--- config.mk ---
export PLATFORM = sky130hd
export DESIGN_NAME = nfi_div
export DESIGN_NICKNAME = d
export VERILOG_FILES = /design/src/sv/nfi_pkg.sv /design/src/sv/nfi_div.sv
export SDC_FILE = /design/constraint.sdc
export NUM_CORES = 1
export LEC_CHECK = 0
export BUFFER_PORTS_ARGS = -buffer_cell sky130_fd_sc_hd__buf_2
export CAP_MARGIN = 15
export CELL_PAD_IN_SITES_DETAIL_PLACEMENT = 0
export CELL_PAD_IN_SITES_GLOBAL_PLACEMENT = 1
export CORE_ASPECT_RATIO = 0.9
export CORE_MARGIN = 3
export CORE_UTILIZATION = 48
export DETAILED_ROUTE_END_ITERATION = 10
export GPL_TIMING_DRIVEN = 0
export PLACE_DENSITY_LB_ADDON = 0.1
export SYNTH_ARGS = -nofsm -noshare
export SYNTH_HDL_FRONTEND = slang
export SYNTH_SLANG_ARGS = --single-unit
--- constraint.sdc ---
create_clock -name clk -period 10.6 [get_ports clk]
set_input_delay 1.06 -clock clk [delete_from_list [all_inputs] [get_ports clk]]
set_output_delay 1.06 -clock clk [all_outputs]
set_load 0.01 [all_outputs]
--- src/sv/nfi_pkg.sv ---
package nfi_pkg;

  // Divider operand widths: the numerator must hold a 32x34 product.
  localparam int NUM_W  = 68;
  localparam int DEN_W  = 36;
  localparam int PROD_W = 66;
  localparam int FRAC_W = 16;

  typedef enum logic [1:0] {
    ACT_LOAD  = 2'd0,
    ACT_QUERY = 2'd1,
    ACT_CLEAR = 2'd2,
    ACT_NOP   = 2'd3
  } action_t;

  typedef enum logic [1:0] {
    ST_OK    = 2'd0,
    ST_FEW   = 2'd1,
    ST_RANGE = 2'd2
  } status_t;

  typedef enum logic [3:0] {
    S_IDLE,
    S_LOAD,
    S_SCAN,
    S_CHECK,
    S_FETCH,
    S_PSTART,
    S_PWAIT,
    S_MUL1,
    S_CSTART,
    S_CWAIT,
    S_MUL2,
    S_TERM,
    S_EMIT
  } state_t;

  typedef struct packed {
    logic [1:0]         action;
    logic signed [31:0] x_value;
    logic signed [31:0] y_value;
  } in_item_t;

  typedef struct packed {
    logic signed [31:0] y_result;
    logic [1:0]         status;
  } out_item_t;

  localparam logic signed [NUM_W-1:0] SAT_MAX = {{(NUM_W-31){1'b0}}, {31{1'b1}}};
  localparam logic signed [NUM_W-1:0] SAT_MIN = {{(NUM_W-31){1'b1}}, {31{1'b0}}};

  function automatic logic signed [31:0] sat32(input logic signed [NUM_W-1:0] v);
    logic signed [31:0] r;
    if (v > SAT_MAX) begin
      r = 32'sh7fffffff;
    end else if (v < SAT_MIN) begin
      r = 32'sh80000000;
    end else begin
      r = v[31:0];
    end
    return r;
  endfunction

endpackage

--- src/sv/nfi_div.sv ---
// Restoring signed divider, one quotient bit per cycle, truncating toward zero.
module nfi_div
  import nfi_pkg::*;
(
  input  logic                    clk,
  input  logic                    rst_n,
  input  logic                    start,
  input  logic signed [NUM_W-1:0] num,
  input  logic signed [DEN_W-1:0] den,
  output logic                    done,
  output logic signed [NUM_W-1:0] quo
);

  localparam int CNT_W = $clog2(NUM_W + 1);

  logic             busy_r, busy_nxt;
  logic             done_r, done_nxt;
  logic [CNT_W-1:0] cnt_r, cnt_nxt;
  logic [NUM_W-1:0] nmag_r, nmag_nxt;
  logic [DEN_W:0]   rem_r, rem_nxt;
  logic [DEN_W-1:0] dmag_r, dmag_nxt;
  logic             neg_r, neg_nxt;
  logic [DEN_W:0]   rem_sh;
  logic             qbit;

  always_ff @(posedge clk) begin
    if (!rst_n) begin
      busy_r <= 1'b0;
      done_r <= 1'b0;
      cnt_r  <= '0;
    end else begin
      busy_r <= busy_nxt;
      done_r <= done_nxt;
      cnt_r  <= cnt_nxt;
    end
    nmag_r <= nmag_nxt;
    rem_r  <= rem_nxt;
    dmag_r <= dmag_nxt;
    neg_r  <= neg_nxt;
  end

  always_comb begin
    busy_nxt = busy_r;
    done_nxt = 1'b0;
    cnt_nxt  = cnt_r;
    nmag_nxt = nmag_r;
    rem_nxt  = rem_r;
    dmag_nxt = dmag_r;
    neg_nxt  = neg_r;
    rem_sh   = {rem_r[DEN_W-1:0], nmag_r[NUM_W-1]};
    qbit     = (rem_sh >= {1'b0, dmag_r});
    if (start) begin
      busy_nxt = 1'b1;
      cnt_nxt  = CNT_W'(NUM_W);
      nmag_nxt = num[NUM_W-1] ? NUM_W'(-num) : NUM_W'(num);
      dmag_nxt = den[DEN_W-1] ? DEN_W'(-den) : DEN_W'(den);
      neg_nxt  = num[NUM_W-1] ^ den[DEN_W-1];
      rem_nxt  = '0;
    end else if (busy_r) begin
      rem_nxt  = qbit ? (rem_sh - {1'b0, dmag_r}) : rem_sh;
      nmag_nxt = {nmag_r[NUM_W-2:0], qbit};
      cnt_nxt  = cnt_r - 1'b1;
      if (cnt_r == CNT_W'(1)) begin
        busy_nxt = 1'b0;
        done_nxt = 1'b1;
      end
    end
  end

  assign done = done_r;
  assign quo  = neg_r ? -$signed(nmag_r) : $signed(nmag_r);

endmodule

==> results.md, run 1 <==
* Status: complete, no violations
* Mapped Area at 11600 µm²
* Met2 usage in global routing at 0.396
* CP endpoint kind: output port
* Antenna viol nets, final at 0
* Worst setup SP type: flop
* Final #Nets at 1666
* CP bufs+invs at 2
* Via/cell ratio at 5.94
* Crit-path max FO at 7
* Chip height at 153 µm
* Synth Flop Type: edfxtp_1
* Vias in the first global route at 10009
* GR Util met1 at 0.405
* Hold Fails Final Rpt at 0
* Busiest grt layer: met1
* Slowest CP cell: or4_4
* Final Slew Violations at 0
* HP Class: reg -> reg
* Worst-margin pin slew at 1.06 ns
* Worst-path clk slew at 0.07 ns
* Post-Synth Adder-Cell Area at 0.0460
* WHS at 0.502 ns
* Synth top area share at 0.272
* Gr ovfl total at 0
* Post-synth EDFFs at 105
* First drt pass iteration count at 5
* Largest net degree at the start of global routing at 45
* Yosys reg bits at 150
* Critical path class: reg -> out
* CTS Root Cell: clkbuf_16
* Remaining DRCs at 0
* Cell with the most instances after synthesis: nor2_1
* Initial antenna violation count at 1
* Period minus WS final at 5.46 ns
* Layout cells sized above 1 at 0.168
* Sequential cell area at 4050 µm²
* Total negative slack at 0 ns
* Final WL at 35800 µm
* Combinational Power Share at 0.312
* Critical path arrival at 4.40 ns
* Power density over cell area at 148 nW/µm²
* DP HPWL at 27200 µm
* Sequential fraction of the synthesis area at 0.350
* Clock Path Buffers at 2
* Layout overhead on the synthesized area at 16.1%
* Clock Sink Count at 150
* First-pass GRT wire length at 55200 µm
* Largest family of logic cells by synthesized area: compound AO/OA/AOI/OAI gates
* Yosys warning count at 0
* Die width at 170 µm
* Xor and xnor area share after synthesis at 0.151
* Post-CTS setup buffer count at 0
* Port buffer count at 174
* Power Total at 0.00199 W
* Worst vdd ir at 0.105 mV
* Crit-path max cell delay at 0.53 ns
* Synth cell count leaders: 136 x nor2_1, 121 x xnor2_1, 115 x a21oi_1, 105 x edfxtp_1, 102 x nand2_1
* Setup Skew at 0.0102 ns
* Period Utilization, post-route at 0.515
* CP cell instances: or4_4, or3_4, nor4_1, nand2_1, or3_1, or3_1, buf_2, o41ai_2, xnor2_1, buf_2
* Layout Cells excl Fill at 1833
* Gate Count Post-Synth at 1323
* Sw power at 0.000689 W
* Initial drt markers at 952
* Complex-gate fraction of the synthesized area at 0.210
* Family with the most delay on the worst path: simple AND/OR/NAND/NOR gates
* Flop pwr share at 0.385
* Per-cell routed wire length at 19.6 µm
* Later-pin clock latency in the skew report at 0.43 ns
* Data required time of the critical path at 9.54 ns
* GR Util met3 at 0.0453
* Starting Density at 0.492
* Hold Buf Count CTS at 0
* Syn_nets at 1472
* RSZ-0062 raised after global routing: no
* Count of different cell masters after synthesis at 69
* Inst Count DP at 1800
* Die ar. at 26000 µm²
* Cell taking the most area after synthesis: edfxtp_1
* CTS tree: built
* MaxCap Viol Count at 0
* Fill cells at 2220
* Proportion of synthesized area in mux cells at 0.0224
* Top post-synthesis cells by area: edfxtp_1 27%, xnor2_1 9.2%, dfxtp_1 7.8%
* Max Clk Rate at 183 MHz
* Clock share of power at 0.303
* H-tree depth at 4
* Switch share at 0.347
* Area of the multi-input gates at 7040 µm²
* Ys async rst share at 0
* FP Rows at 53
* Routability cong. at 0.897
* Internal power at 0.00130 W
* Slew headroom at 0.294
* Syn Area/Cell at 8.75 µm²
* Core area at 23500 µm²
* # IOs at 176
* GRT Total Usage at 0.268
* Vias at 10880
* Post-cts sizing count at 0
* Total CTS buffers at 17
* Setup violators final at 0
* Leak pwr at 5.23 nW
* Simple-gate share of the synthesized area at 0.177
stage by stage:
| stage | utilization | area (µm²) | setup WS (ns) |
|---|---|---|---|
| final | 0.571 | 13400 | 5.14 |
| after global routing | 0.571 | 13400 | 4.90 |
| after CTS | 0.571 | 13400 | 5.17 |
| after detailed placement | 0.546 | 12900 | 5.64 |
| after global placement | 0.545 | 12800 | 5.07 |
| after floorplan | - | 11600 | 6.28 |
cell type report:
class                           instances  share of cell area
Multi-Input combinational cell       1046               0.524
Sequential cell                       150               0.302
Timing Repair Buffer                  175              0.0668
Clock buffer                           24              0.0384
Tap cell                              302              0.0281
Buffer                                 67              0.0202
Inverter                               60              0.0168
Clock inverter                          8             0.00437
Antenna cell                            1            0.000186
routing by layer:
layer	up-vias	wire (µm)
li1	5218	-
met1	5201	17200
met2	412	15500
met3	49	2490
met4	0	690
met5	-	0
worst reg2reg max path: cells and delay by family, from the launching register on:
family | cells | cell delay [ns]
buffers and inverters | 3 | 1.30
AO/OA/AOI/OAI | 5 | 1.04
AND/OR/NAND/NOR | 2 | 0.64
flip-flops | 1 | 0.39
multiplexers | 1 | 0.33
adder cells (fa/ha/maj) | 1 | 0.25
final timing paths:
kind	start	endpoint	slack, ns	cells past startpoint
min reg2reg	cnt_r[1]	cnt_r[1]	0.50	2
max	nmag_r[17]	quo[64]	5.14	10
max reg2reg	rem_r[17]	rem_r[34]	6.49	12
min	cnt_r[1]	cnt_r[1]	0.50	2
cells in the final DEF (no fill, tap or decap), types with 15 or more instances in the layout:
cell type and instances:
edfxtp_1 105, a21oi_1 115, xnor2_1 121, inv_1 60, dfxtp_1 45, mux2_2 15, nor2_1 136, a211oi_1 23
buf_2 175, nor3_1 16, nand3_1 22, o41ai_1 24, clkbuf_16 19, or3_1 24, ha_1 41, or4_1 20
nand2_1 101, clkbuf_1 57, o31ai_1 51, xor2_1 79, o21ai_0 72
state kept, by name, summed over array words and instances (netlist names):
register  count
done          1
neg_r         1
cnt_r         7
rem_r        36
dmag_r       36
busy_r        1
nmag_r       68
power groups by stage:
stage	clock [W]	sequential (W)	combinational, W
floorplan	0	0.000756	0.000411
finish	0.000603	0.000765	0.000620
global route	0.000636	0.000772	0.000680
global placement	0	0.000775	0.000606
detailed placement	0	0.000776	0.000611
CTS	0.000610	0.000763	0.000616
kinds of logic after synthesis:
logic type / count (synthesis)
flip-flops: 150
adder cells (fa/ha/maj): 42
buffers and inverters: 127
multiplexers: 24
XOR/XNOR: 200
AO/OA/AOI/OAI: 366
AND/OR/NAND/NOR: 414
Note: power is estimated with default switching activity, not from simulation.
==> run 2: changes to the inputs <==
--- a/config.mk
+++ b/config.mk
@@ -11,7 +11,7 @@
 export CELL_PAD_IN_SITES_GLOBAL_PLACEMENT = 1
 export CORE_ASPECT_RATIO = 0.9
 export CORE_MARGIN = 3
-export CORE_UTILIZATION = 48
+export CORE_UTILIZATION = 40
 export DETAILED_ROUTE_END_ITERATION = 10
 export GPL_TIMING_DRIVEN = 0
 export PLACE_DENSITY_LB_ADDON = 0.1
==> constraint.sdc (replaced) <==
create_clock -name clk -period 4.9 [get_ports clk]
set_input_delay 0.49 -clock clk [delete_from_list [all_inputs] [get_ports clk]]
set_output_delay 0.49 -clock clk [all_outputs]
set_load 0.01 [all_outputs]
==> run 2 against run 1 <==
Effect of this change: utilization shrank 8.9 points; die area grew 19%; critical endpoint is now quo[66]; clock power up 150%; critical path depth rose by 1; sequential share of layout area decreased by 0.36 points; global-route usage shrank 2.9 points; critical path type unchanged; first-iteration DRC count increased by 0.53%; flip-flop and latch count unchanged.
==> results.md, run 2 (same netlist as run 1, synthesis figures left out) <==
* GRT Total Usage at 0.239
* Max Clk Rate at 211 MHz
* Routability cong. at 0.894
* Vias at 10726
* Hold Fails Final Rpt at 0
* Final Slew Violations at 0
* MaxCap Viol Count at 0
* Starting Density at 0.410
* DP HPWL at 28800 µm
* Chip height at 167 µm
* Combinational Power Share at 0.300
* Worst setup margin at 0.155 ns
* CTS tree: built
* Die ar. at 31000 µm²
* Critical path arrival at 4.26 ns
* First drt pass iteration count at 5
* Worst-margin pin slew at 1.05 ns
* Top Registers: nmag_r: 68 flops, dmag_r: 36 flops, rem_r: 36 flops
* Die width at 185 µm
* Design area at 13600 µm²
* Hold Buf Count CTS at 0
* Worst setup SP type: flop
* Layout Cells excl Fill at 1890
* Fill cells at 2820
* First-pass GRT wire length at 57900 µm
* H-tree depth at 4
* FP Rows at 58
* Max reg flops at 68
* Status: complete, no violations
* Total CTS buffers at 17
* Setup Skew at 0.0102 ns
* Data required time of the critical path at 4.41 ns
* Internal power at 0.00297 W
* Antenna Cells at 0
* Switch share at 0.337
* Sw power at 0.00151 W
* Post-Place Worst Slack at 0.451 ns
* Port buffer count at 174
* Period Utilization, post-route at 0.968
* Antenna viol nets, final at 0
* Via/cell ratio at 5.68
* Inst Count DP at 1858
* Layout cells sized above 1 at 0.169
* Gr ovfl total at 0
* Remaining DRCs at 0
* Initial drt markers at 957
* Leak pwr at 5.26 nW
* Post-CTS setup buffer count at 0
* Flop pwr share at 0.369
* Clock share of power at 0.331
* RSZ-0062 raised after global routing: no
* CP endpoint kind: output port
* Period minus WS final at 4.75 ns
* Worst vdd ir at 0.187 mV
* Later-pin clock latency in the skew report at 0.43 ns
* Final #Nets at 1666
* Clock Path Buffers at 2
* CTS Root Cell: clkbuf_16
* Worst-path clk slew at 0.07 ns
* Final WL at 37300 µm
* Clock Sink Count at 150
* HP Class: in -> reg
* Power Total at 0.00448 W
* Largest register by flop count: nmag_r
* Layout overhead on the synthesized area at 17.5%
* Largest net degree at the start of global routing at 52
* Critical path class: reg -> out
* Per-cell routed wire length at 19.7 µm
* Slew headroom at 0.301
* Crit-path max FO at 7
* # IOs at 176
* Commonest non-fill, non-tap cell in the layout: buf_2
* Initial antenna violation count at 0
* Vias in the first global route at 9921
* Most frequent cells in the layout: 175 x buf_2, 136 x nor2_1, 121 x xnor2_1
* Power density over cell area at 330 nW/µm²
* Post-Place Cell Area at 12900 µm²
* Setup violators final at 0
* Core area at 28200 µm²
## run 2: cell count changes in the layout (fill, tap and decap cells not counted), moves of 2 or more
cell,before,now
bufinv_16,0,5
clkbuf_16,19,17
clkbuf_2,2,0
clkbuf_8,2,0
clkinv_2,0,2
inv_4,4,0
inv_6,1,3
## run 2: cell type report
class                           count  area (µm²)  area share
Clock inverter                     15         224      0.0165
Clock buffer                       17         425      0.0313
Timing Repair Buffer              175         898      0.0660
Tap cell                          360         450      0.0331
Sequential cell                   150        4050       0.298
Buffer                             67         272      0.0200
Inverter                           60         225      0.0166
Multi-Input combinational cell   1046        7060       0.519
## run 2: per-layer routing
layer  part of all wire  global-route usage  routed length (µm)  up-vias
li1                   -                   -                   -     5226
met1               0.50               0.371               18500     5097
met2               0.43               0.350               15900      369
met3              0.065              0.0343                2430       34
met4              0.014              0.0519                 523        0
met5                  0                   0                   0        -
## run 2: worst paths after layout
check	startpoint	endpoint	slack (ns)	cells past startpoint
max reg2reg	dmag_r[6]	rem_r[31]	0.81	13
max	nmag_r[29]	quo[66]	0.15	11
min reg2reg	cnt_r[1]	cnt_r[1]	0.50	2
min	den[0]	dmag_r[0]	0.30	1
## run 2: power groups by stage
stage / sequential, W / clock (W) / combinational, W
after floorplan: 0.00164 / 0 / 0.000888
after global placement: 0.00168 / 0 / 0.00133
after detailed placement: 0.00168 / 0 / 0.00134
after CTS: 0.00165 / 0.00151 / 0.00135
after global routing: 0.00167 / 0.00155 / 0.00149
final: 0.00166 / 0.00148 / 0.00134
## run 2: timing repair
item / in CTS / in global routing
setup endpoints to repair: 2 / 4
gates cloned: 0 / 0
resized for setup: 1 / 2
## run 2: critical path: stages, from the launching register on
cell	delay, ns
edfxtp_1	0.49
or4_4	0.55
or4_1	0.44
or2_1	0.29
nor3_4	0.23
nand2b_1	0.16
or3_4	0.38
or3_1	0.34
buf_2	0.19
o31ai_1	0.30
xnor2_1	0.24
buf_2	0.20
## run 2: through the flow
| step | setup TNS, ns | hold WS [ns] | utilization |
|---|---|---|---|
| 5_1_grt | 0 | 0.293 | 0.482 |
| 4_1_cts | 0 | 0.283 | 0.482 |
| 3_5_place_dp | 0 | 0.493 | 0.458 |
| 2_1_floorplan | 0 | 0.459 | - |
| 6_report | 0 | 0.302 | 0.482 |
| 3_3_place_gp | -3.96 | 0.489 | 0.457 |
==> run 3: changes to the inputs <==
--- a/config.mk
+++ b/config.mk
@@ -14,7 +14,7 @@
 export CORE_UTILIZATION = 40
 export DETAILED_ROUTE_END_ITERATION = 10
 export GPL_TIMING_DRIVEN = 0
-export PLACE_DENSITY_LB_ADDON = 0.1
+export PLACE_DENSITY = 0.88
 export SYNTH_ARGS = -nofsm -noshare
 export SYNTH_HDL_FRONTEND = slang
 export SYNTH_SLANG_ARGS = --single-unit
==> run 3 against run 2 <==
Effect of this change: critical path depth did not move; total power down 1.9%; setup slack gained 0.037 ns; hold slack worse by 0.0014 ns; flip-flop and latch count is the same; non-clock buffer count is 1 lower; critical path type unchanged.
==> results.md, run 3 (same netlist as run 1, synthesis figures left out) <==
* Status: complete, no violations
* First drt pass iteration count at 5
* Clock Sink Count at 150
* Layout overhead on the synthesized area at 17.0%
* HP Class: in -> reg
* Largest register by flop count: nmag_r
* Metal-1 WL at 16000 µm
* Commonest non-fill, non-tap cell in the layout: buf_2
* Crit-path max cell delay at 0.58 ns
* Port buffer count at 174
* CP cell instances: or4_4, or4_1, or2_1, nor3_2, nand2b_1, or3_1, or3_1, buf_2, o41ai_2, xnor2_1, buf_2
* Power density over cell area at 325 nW/µm²
* Gr ovfl total at 0
* Crit-path max FO at 7
* Total CTS buffers at 17
* Largest net degree at the start of global routing at 69
* Period minus WS final at 4.71 ns
* Vias in the first global route at 10205
* H-tree depth at 4
* Sequential cell area at 4050 µm²
* Vias at 10931
* Initial drt markers at 930
* MaxCap Viol Count at 0
* Period Utilization, post-route at 0.961
* Initial antenna violation count at 6
* GRT Total Usage at 0.222
* Die ar. at 31000 µm²
* Finished Core Util at 0.480
* Fill cells at 2722
* Slowest CP cell: or4_4
* Top Registers: nmag_r: 68 flops, dmag_r: 36 flops, rem_r: 36 flops
* Later-pin clock latency in the skew report at 0.43 ns
* WHS at 0.300 ns
* Worst setup margin at 0.192 ns
* Die width at 185 µm
* Post-CTS setup buffer count at 0
* CTS Root Cell: clkbuf_16
* Most frequent cells in the layout: 175 x buf_2, 136 x nor2_1, 121 x xnor2_1
* CTS tree: built
* Final WL at 35800 µm
* Family with the most delay on the worst path: simple AND/OR/NAND/NOR gates
* Starting Density at 0.410
* Core area at 28200 µm²
* First-pass GRT wire length at 54700 µm
* Leak pwr at 5.22 nW
* # IOs at 176
* Slew headroom at 0.332
* Layout cells sized above 1 at 0.168
* Final Slew Violations at 0
* Antenna viol nets, final at 0
* Routability cong. at 0.948
* Worst-margin pin slew at 1.00 ns
* Via/cell ratio at 5.77
* FP Rows at 58
* Setup Skew at 0.0119 ns
* Remaining DRCs at 0
* CP bufs+invs at 2
* Clock Path Buffers at 2
* Hold Buf Count CTS at 0
* Data required time of the critical path at 4.41 ns
* Setup violators final at 0
* Worst setup SP type: flop
* Per-cell routed wire length at 18.9 µm
* Worst-path clk slew at 0.07 ns
* RSZ-0062 raised after global routing: no
* Met2 wire length at 16300 µm
* Hold Fails Final Rpt at 0
* Post-cts sizing count at 1
* Area of the multi-input gates at 7040 µm²
* Chip height at 167 µm
* Critical path arrival at 4.22 ns
* Max reg flops at 68
* Top sig layer: met4
* Worst vdd ir at 0.232 mV
* Post-Place Worst Slack at 0.471 ns
* DP HPWL at 27400 µm
* Critical path class: reg -> out
* Met3 wire length at 2600 µm
* CP endpoint kind: output port
* Max Clk Rate at 212 MHz
* Final #Nets at 1665
## run 3: layout make-up
class | count | area share
flip-flops and latches | 150 | 0.299
multi-input cells | 1046 | 0.520
well taps | 360 | 0.0332
diodes | 7 | 0.00129
repair buffers | 174 | 0.0643
clock inverters | 15 | 0.0143
clock buffers | 17 | 0.0314
inverters | 60 | 0.0166
plain buffers | 67 | 0.0200
## run 3: where the power goes
group | switching (W) | internal [W] | leakage [nW]
registers | 0.000132 | 0.00152 | 1.40
clock network | 0.000582 | 0.000816 | 0.294
logic | 0.000810 | 0.000542 | 3.52
total | 0.00152 | 0.00288 | 5.22
## run 3: through the flow
stage / instances / cell area, µm² / setup TNS [ns] / total power (W)
after floorplan: 1323 / 11600 / 0 / 0.00252
after global placement: 1857 / 12900 / -2.65 / 0.00299
after detailed placement: 1857 / 12900 / 0 / 0.00301
after CTS: 1889 / 13500 / 0 / 0.00440
after global routing: 1895 / 13600 / 0 / 0.00462
final: 1896 / 13600 / 0 / 0.00440
## run 3: final timing paths
check                           cells after the start  slack (ns)   endpoint       start
worst max-delay path                               11        0.19    quo[64]  nmag_r[31]
worst min-delay path                                1        0.30  dmag_r[0]      den[0]
worst max register to register                     12        0.77  rem_r[31]    rem_r[5]
worst min register to register                      2        0.49  rem_r[31]   rem_r[31]
## run 3: metal layers
layer | vias up | GRT usage
met5 | - | 0
met4 | 0 | 0.0789
met3 | 58 | 0.0345
met2 | 448 | 0.347
met1 | 5198 | 0.312
li1 | 5227 | -
